File: config.mk
export PLATFORM = sky130hd
export DESIGN_NAME = sync_frame_parser_fletcher_flat
export DESIGN_NICKNAME = d
export VERILOG_FILES = /design/src/design/sfpf_pkg.sv /design/src/design/sfpf_in_if.sv /design/src/design/sfpf_out_if.sv /design/src/design/sync_frame_parser_fletcher.sv /design/src/flat_wrapper.sv
export SDC_FILE = /design/constraint.sdc
export NUM_CORES = 1
export LEC_CHECK = 0
export BUFFER_PORTS_ARGS = -buffer_cell sky130_fd_sc_hd__buf_2
export CORE_UTILIZATION = 45
export DETAILED_ROUTE_END_ITERATION = 6
export GPL_ROUTABILITY_DRIVEN = 1
export HOLD_SLACK_MARGIN = 0.02
export PLACE_DENSITY = 0.67
export REMOVE_ABC_BUFFERS = 1
export SLEW_MARGIN = 40
export SYNTH_ARGS = -nofsm -noshare
export SYNTH_HDL_FRONTEND = slang
export SYNTH_SLANG_ARGS = --single-unit
File: constraint.sdc
create_clock -name clk -period 14 [get_ports clk]
set_input_delay 4.2 -clock clk [delete_from_list [all_inputs] [get_ports clk]]
set_output_delay 4.2 -clock clk [all_outputs]
set_load 0.01 [all_outputs]
File: src/design/sfpf_pkg.sv
// Package for the sync frame parser with Fletcher check.
// Holds the result type, event codes, register indexes and reset values.
// No dependencies.
package sfpf_pkg;

    localparam int CFG_INDEX_W = 1;
    localparam int CFG_DATA_W  = 16;

    localparam logic [CFG_INDEX_W-1:0] CFG_SYNC_WORD  = 1'd0;
    localparam logic [CFG_INDEX_W-1:0] CFG_MAX_LENGTH = 1'd1;

    localparam logic [15:0] SYNC_WORD_RESET  = 16'h62B5;
    localparam logic [15:0] MAX_LENGTH_RESET = 16'd512;

    localparam logic [1:0] EV_PAYLOAD  = 2'd0;
    localparam logic [1:0] EV_COMPLETE = 2'd1;
    localparam logic [1:0] EV_REJECT   = 2'd2;

    typedef struct packed {
        logic [1:0]  event_res;
        logic [7:0]  data_byte;
        logic [15:0] byte_index;
        logic [15:0] message_id;
        logic [15:0] payload_length;
        logic [15:0] received_checksum;
        logic        checksum_ok;
        logic        last_of_frame;
    } result_t;

endpackage

File: src/design/sfpf_in_if.sv
// Request channel carrying one received byte.
// Plain valid/ready handshake; no dependencies.
interface sfpf_in_if;
    logic       valid;
    logic       ready;
    logic [7:0] rx_byte;

    modport source (output valid, output rx_byte, input ready);
    modport sink (input valid, input rx_byte, output ready);
endinterface

File: src/design/sfpf_out_if.sv
// Result channel of the frame parser.
// Depends on sfpf_pkg for the result type.
interface sfpf_out_if;
    logic             valid;
    logic             ready;
    sfpf_pkg::result_t data;

    modport source (output valid, output data, input ready);
    modport sink (input valid, input data, output ready);
endinterface

File: src/design/sync_frame_parser_fletcher.sv
// Top level of the sync frame parser with 8-bit Fletcher check.
// Depends on sfpf_pkg, sfpf_in_if and sfpf_out_if.
//
// One byte is taken per clock cycle while the skid entry is empty: the whole
// per-byte update of the parse state and running sums happens in the cycle the
// byte is accepted, and any result is registered in the output register, or in
// the one-entry skid stage behind it while that register holds an untaken one.
// The skid keeps the input open while a result waits; the input stalls only when
// both hold a result that has not been taken. While the skid entry is full every
// byte waits, including sync, id, length and checksum low bytes with no result.
module sync_frame_parser_fletcher (
    input  logic                             clk,
    input  logic                             rst_n,
    input  logic                             cfg_we,
    input  logic [sfpf_pkg::CFG_INDEX_W-1:0] cfg_index,
    input  logic [sfpf_pkg::CFG_DATA_W-1:0]  cfg_data,
    sfpf_in_if.sink                          rx,
    sfpf_out_if.source                       res
);
    import sfpf_pkg::*;

    localparam logic [3:0] PH_SYNC0   = 4'd0;
    localparam logic [3:0] PH_SYNC1   = 4'd1;
    localparam logic [3:0] PH_ID0     = 4'd2;
    localparam logic [3:0] PH_ID1     = 4'd3;
    localparam logic [3:0] PH_LEN0    = 4'd4;
    localparam logic [3:0] PH_LEN1    = 4'd5;
    localparam logic [3:0] PH_PAYLOAD = 4'd6;
    localparam logic [3:0] PH_CK0     = 4'd7;
    localparam logic [3:0] PH_CK1     = 4'd8;

    logic [15:0] sync_word_reg;
    logic [15:0] max_length_reg;

    logic [3:0]  phase_reg, phase_next;
    logic [15:0] id_reg, id_next;
    logic [15:0] len_reg, len_next;
    logic [15:0] rem_reg, rem_next;
    logic [7:0]  sum_a_reg, sum_a_next;
    logic [7:0]  sum_b_reg, sum_b_next;
    logic [7:0]  ck_low_reg, ck_low_next;

    logic        out_valid_reg;
    logic        skid_valid_reg;
    result_t     out_reg;
    result_t     skid_reg;

    result_t     result;
    logic        result_hit;
    logic        accept;
    logic        take;
    logic [7:0]  c;
    logic [7:0]  a_inc;
    logic [7:0]  b_inc;
    logic [15:0] rx_ck;
    logic [15:0] len_full;

    assign c        = rx.rx_byte;
    assign rx.ready = !skid_valid_reg;
    assign accept   = rx.valid && rx.ready;
    assign take     = out_valid_reg && res.ready;
    assign res.valid = out_valid_reg;
    assign res.data  = out_reg;

    assign a_inc    = sum_a_reg + c;
    assign b_inc    = sum_b_reg + a_inc;
    assign rx_ck    = {c, ck_low_reg};
    assign len_full = {c, len_reg[7:0]};

    always_comb
    begin
        phase_next  = phase_reg;
        id_next     = id_reg;
        len_next    = len_reg;
        rem_next    = rem_reg;
        sum_a_next  = sum_a_reg;
        sum_b_next  = sum_b_reg;
        ck_low_next = ck_low_reg;
        result_hit  = 1'b0;
        result      = '0;
        result.message_id     = id_reg;
        result.payload_length = len_reg;
        unique case (phase_reg)
            PH_SYNC1:
            begin
                phase_next = (c == sync_word_reg[15:8]) ? PH_ID0 : PH_SYNC0;
            end
            PH_ID0:
            begin
                sum_a_next = c;
                sum_b_next = c;
                id_next    = {8'd0, c};
                phase_next = PH_ID1;
            end
            PH_ID1:
            begin
                sum_a_next = a_inc;
                sum_b_next = b_inc;
                id_next    = {c, id_reg[7:0]};
                phase_next = PH_LEN0;
            end
            PH_LEN0:
            begin
                sum_a_next = a_inc;
                sum_b_next = b_inc;
                len_next   = {8'd0, c};
                phase_next = PH_LEN1;
            end
            PH_LEN1:
            begin
                sum_a_next = a_inc;
                sum_b_next = b_inc;
                len_next   = len_full;
                if (len_full > max_length_reg)
                begin
                    phase_next = PH_SYNC0;
                    result_hit = 1'b1;
                    result.event_res      = EV_REJECT;
                    result.payload_length = len_full;
                    result.last_of_frame  = 1'b1;
                end
                else
                begin
                    rem_next   = len_full;
                    phase_next = (len_full != 16'd0) ? PH_PAYLOAD : PH_CK0;
                end
            end
            PH_PAYLOAD:
            begin
                sum_a_next = a_inc;
                sum_b_next = b_inc;
                rem_next   = rem_reg - 16'd1;
                if (rem_reg == 16'd1)
                begin
                    phase_next = PH_CK0;
                end
                result_hit = 1'b1;
                result.event_res  = EV_PAYLOAD;
                result.data_byte  = c;
                result.byte_index = len_reg - rem_reg;
            end
            PH_CK0:
            begin
                ck_low_next = c;
                phase_next  = PH_CK1;
            end
            PH_CK1:
            begin
                phase_next = PH_SYNC0;
                result_hit = 1'b1;
                result.event_res         = EV_COMPLETE;
                result.received_checksum = rx_ck;
                result.checksum_ok       = (rx_ck == {sum_b_reg, sum_a_reg});
                result.last_of_frame     = 1'b1;
            end
            default:
            begin
                phase_next = (c == sync_word_reg[7:0]) ? PH_SYNC1 : PH_SYNC0;
            end
        endcase
    end

    always_ff @(posedge clk or negedge rst_n)
    begin
        if (!rst_n)
        begin
            sync_word_reg  <= SYNC_WORD_RESET;
            max_length_reg <= MAX_LENGTH_RESET;
        end
        else if (cfg_we)
        begin
            unique case (cfg_index)
                CFG_SYNC_WORD:  sync_word_reg  <= cfg_data;
                CFG_MAX_LENGTH: max_length_reg <= cfg_data;
                default:        ;
            endcase
        end
    end

    always_ff @(posedge clk or negedge rst_n)
    begin
        if (!rst_n)
        begin
            phase_reg  <= PH_SYNC0;
            id_reg     <= '0;
            len_reg    <= '0;
            rem_reg    <= '0;
            sum_a_reg  <= '0;
            sum_b_reg  <= '0;
            ck_low_reg <= '0;
        end
        else if (accept)
        begin
            phase_reg  <= phase_next;
            id_reg     <= id_next;
            len_reg    <= len_next;
            rem_reg    <= rem_next;
            sum_a_reg  <= sum_a_next;
            sum_b_reg  <= sum_b_next;
            ck_low_reg <= ck_low_next;
        end
    end

    // output register and skid entry; skid drains first to keep order
    always_ff @(posedge clk or negedge rst_n)
    begin
        if (!rst_n)
        begin
            out_valid_reg  <= 1'b0;
            skid_valid_reg <= 1'b0;
        end
        else if (!out_valid_reg || take)
        begin
            if (skid_valid_reg)
            begin
                out_valid_reg  <= 1'b1;
                skid_valid_reg <= 1'b0;
            end
            else
            begin
                out_valid_reg <= accept && result_hit;
            end
        end
        else if (accept && result_hit)
        begin
            skid_valid_reg <= 1'b1;
        end
    end

    always_ff @(posedge clk)
    begin
        if (!out_valid_reg || take)
        begin
            out_reg <= skid_valid_reg ? skid_reg : result;
        end
        else if (accept && result_hit)
        begin
            skid_reg <= result;
        end
    end

    assert property (@(posedge clk) disable iff (!rst_n)
        skid_valid_reg |-> out_valid_reg)
        else $error("skid entry held with empty output register");

    assert property (@(posedge clk) disable iff (!rst_n)
        (phase_reg == PH_PAYLOAD) |-> (rem_reg != 16'd0))
        else $error("payload phase with no bytes remaining");

    assert property (@(posedge clk) disable iff (!rst_n)
        (accept && result_hit && result.last_of_frame) |=> (phase_reg == PH_SYNC0))
        else $error("end of frame did not return to hunting");

    assert property (@(posedge clk) disable iff (!rst_n)
        (accept && (phase_reg == PH_PAYLOAD)) |-> (result_hit && !result.last_of_frame))
        else $error("payload byte without payload result");

endmodule

File: src/flat_wrapper.sv
// flat-port wrapper written by rule: the top's interface ports become plain ports
module sync_frame_parser_fletcher_flat import sfpf_pkg::*;
  (clk, rst_n, cfg_we, cfg_index, cfg_data, rx_valid, rx_rx_byte, rx_ready, res_valid, res_data, res_ready);
  sfpf_in_if rx_i ();
  sfpf_out_if res_i ();
  input  logic clk;
  input  logic rst_n;
  input  logic cfg_we;
  input  logic [sfpf_pkg::CFG_INDEX_W-1:0] cfg_index;
  input  logic [sfpf_pkg::CFG_DATA_W-1:0] cfg_data;
  input wire logic [$bits(rx_i.valid)-1:0] rx_valid;
  input wire logic [$bits(rx_i.rx_byte)-1:0] rx_rx_byte;
  output wire logic [$bits(rx_i.ready)-1:0] rx_ready;
  output wire logic [$bits(res_i.valid)-1:0] res_valid;
  output wire logic [$bits(res_i.data)-1:0] res_data;
  input wire logic [$bits(res_i.ready)-1:0] res_ready;
  assign rx_i.valid = rx_valid;
  assign rx_i.rx_byte = rx_rx_byte;
  assign rx_ready = rx_i.ready;
  assign res_valid = res_i.valid;
  assign res_data = res_i.data;
  assign res_i.ready = res_ready;
  sync_frame_parser_fletcher u_core (.clk(clk), .rst_n(rst_n), .cfg_we(cfg_we), .cfg_index(cfg_index), .cfg_data(cfg_data), .rx(rx_i), .res(res_i));
endmodule
==> summary.md <==
| Metric | Value |
|---|---|
| Status | completed |
| Pwr/cell area | 125 nW/µm² |
| Initial Util | 45.8% |
| Slew Limit Fails | 0 |
| Row cnt | 61 |
| Die Ht | 170 µm |
| Final #Nets | 1,195 |
| Worst Path Required | 14,420 ps |
| Cts bufs inserted | 28 |
| Asr flop ratio synth | 42.0% |
| CTS Root Cell | clkbuf_16 |
| Fin cells | 1,514 |
| Vias per std cell | 5.34 |
| Slew @ Worst Pin | 767 ps |
| Worst Path Arrival | 7060 ps |
| Initial detailed-routing violation count | 543 |
| Vias in the first global route | 7,814 |
| Port bufs | 107 |
| Met1 Usage GRT | 26.8% |
| Sequential share of the synthesized area | 57.4% |
| Clk sink count | 262 |
| R2R Path Start | u_core.phase_reg[0] |
| Fin crit period | 6640 ps |
| Core area | 27,900 µm² |
| Final Util | 52.4% |
| Synth area leaders | edfxtp_1 (36%), dfrtp_1 (20%), mux2_2 (11%), ha_1 (4.7%), xnor2_1 (2.7%) |
| Crit. End Element | flip-flop |
| Hold Buf Count CTS | 0 |
| Number of synthesized flops with an enable pin | 152 |
| DIE WIDTH | 170 µm |
| Top cell type's share of synthesized area | 35.8% |
| Layout fillers | 2,421 |
| Clk buf depth | 3 |
| DP Worst Slack | 6810 ps |
| Setup Buffers After CTS | 0 |
| Final setup fails | 0 |
| # IOs | 108 |
| RSZ-0062 raised after global routing | false |
| CTS H-tree lvls | 1 |
| Static leakage | 6.44 nW |
| Max Fclk | 0.151 GHz |
| Routing usage on met2 | 30.2% |
| Cells on worst reg2reg path | 8 |
| Max Clock Skew | 7.92 ps |
| Power Total | 1.83 mW |
| GR met3 Demand/Resource | 2.42% |
| Period utilization | 47.4% |
| Worst Setup Start Kind | input pin |
| Most frequent cells in the layout | edfxtp_1 (152), mux2_2 (123), buf_2 (106), dfrtp_1 (100), nand2_1 (71) |
| TNS Setup | 0 ps |
| Yosys top cell by area | edfxtp_1 |
| Initial antenna violation count | 0 |
| Clk_lat worst skew | 540 ps |
| Clock slew at reported path FFs | 60 ps |
| Reg2reg end | u_core.skid_reg[24] |
| Max-Slew Margin vs Limit | 48.6% |
| Tightest Hold Check Type | reg -> reg |
| Largest fanout on the critical path | 16 |
| Ant diodes | 0 |
| Grt ovf | 0 |
| MaxCap Viol Count | 0 |
| Grt peak-use layer | met2 |
| Hold Path Stages | 0 |
| Syn avg cell area | 12.5 µm² |
| Initial DRT Pass Iterations | 5 |
| Total track usage | 18.8% |
| Routed vias | 8,086 |
| Max IR drop VDD | 0.0889 mV |
| Mean routed wirelength per cell | 17.6 µm |
| GPL Wtd Cong | 0.829 |
| TritonCTS clock tree | yes |
| Hold path endpoint | u_core.skid_reg[41] |
| Mapped cell area | 12,800 µm² |
| Number of gates resized after CTS | 0 |
| Drt drc | 0 |
| Largest net degree at the start of global routing | 72 |
| Prevailing post-synth register cell | edfxtp_1 |
| Wirelength, routed | 26.7 mm |
| Post-synthesis register bit count | 262 |
| Hold Path Origin | u_core.id_reg[7] |
| WS Path Type | in -> reg |
| Slack of the critical path | 7360 ps |
| R2R Setup Slk | 10,770 ps |
| Syn Inst Count | 1,021 |
| DP HPWL | 17.3 mm |
| Synth Warn # | 0 |
| Area added between synthesis and finish | 14.5% |
| First-pass GRT wire length | 42.6 mm |
| Layout cell share with drive strength beyond 1 | 28.9% |
| Most common cell after layout, fill and taps aside | edfxtp_1 |
| Final ANT Viol Nets | 0 |
| Inst Count DP | 1,462 |
| Die Footprint | 29,000 µm² |
| Synth cell types | 71 |
| Fin. Hold Viols | 0 |
-- where the power goes --
group	internal, mW	switching (mW)	total (mW)
Sequential	0.850	0.0303	0.880
Clock	0.462	0.300	0.762
Combinational	0.0872	0.0965	0.184
-- stage by stage --
step / hold WS, ps / cell area, µm²
after global placement: 451 / 13600
after detailed placement: 464 / 13600
after floorplan: 439 / 12500
final: 473 / 14600
after CTS: 480 / 14600
after global routing: 491 / 14600
-- logic make-up after synthesis --
logic type	Yosys count	synth area share, %
buffers and inverters	98	3.30
adder cells (fa/ha/maj)	51	5.18
AO/OA/AOI/OAI	183	9.20
XOR/XNOR	59	4.05
multiplexers	127	11.3
AND/OR/NAND/NOR	241	9.55
flip-flops	262	57.4
-- worst max-delay path: stages --
cell and delay (ps):
buf_2 230, ha_1 290, fa_1 410, a21o_1 180
a21oi_1 220, xnor2_1 190, ha_1 300, inv_1 80
nor2_1 50, o31a_1 110, o41ai_1 320, xnor2_1 130
o22a_1 180, o22a_1 170
-- final cells by class --
class	count	area (µm²)	share of cell area, %
well taps	378	473	3.24
inverters	41	154	1.05
clock inverters	13	150	1.03
flip-flops and latches	262	7330	50.2
repair buffers	120	643	4.40
multi-input cells	661	5040	34.5
clock buffers	39	815	5.58
-- Yosys cell counts, types with 3 or more instances --
master and instances:
and3_1 3, a22o_1 8, nor4_1 12, a21o_1 10
nor2_2 3, nor2b_1 11, mux2_2 123, nand2_1 71
o21a_1 3, fa_1 3, nor2_1 52, buf_1 8
a211oi_1 3, a21oi_1 53, o21bai_1 4, nand4_1 9
edfxtp_1 152, dfrtp_1 101, or3_1 3, xnor2_1 40
o211ai_1 3, o31ai_1 15, buf_2 10, nand3_1 11
and2_1 25, a221o_1 7, or4_1 3, xor2_1 19
o21ai_0 52, buf_6 4, mux2_4 3, dfstp_2 9
nor3_1 20, inv_1 39, a31oi_1 4, clkbuf_1 34
ha_1 48
-- layer usage --
| layer | vias to the layer above | wire length, µm |
|---|---|---|
| met2 | 171 | 12400 |
| met1 | 3974 | 12900 |
| met4 | 0 | 477 |
| li1 | 3908 | - |
| met5 | - | 0 |
| met3 | 33 | 1010 |
-- how the worst max path moves through the flow --
stage                             start                  end  slack, ps  depth (start not counted)
after floorplan               res_ready   u_core.skid_reg[0]       2010                          2
final                     rx_rx_byte[0]  u_core.sum_b_reg[7]       7360                         14
after detailed placement  rx_rx_byte[0]  u_core.sum_b_reg[7]       6810                         14
after CTS                 rx_rx_byte[0]  u_core.sum_b_reg[7]       7370                         14
after global routing      rx_rx_byte[0]  u_core.sum_b_reg[7]       7150                         14
after global placement    rx_rx_byte[0]  u_core.sum_b_reg[7]       6870                         14
Note: power is estimated with default switching activity, not from simulation.
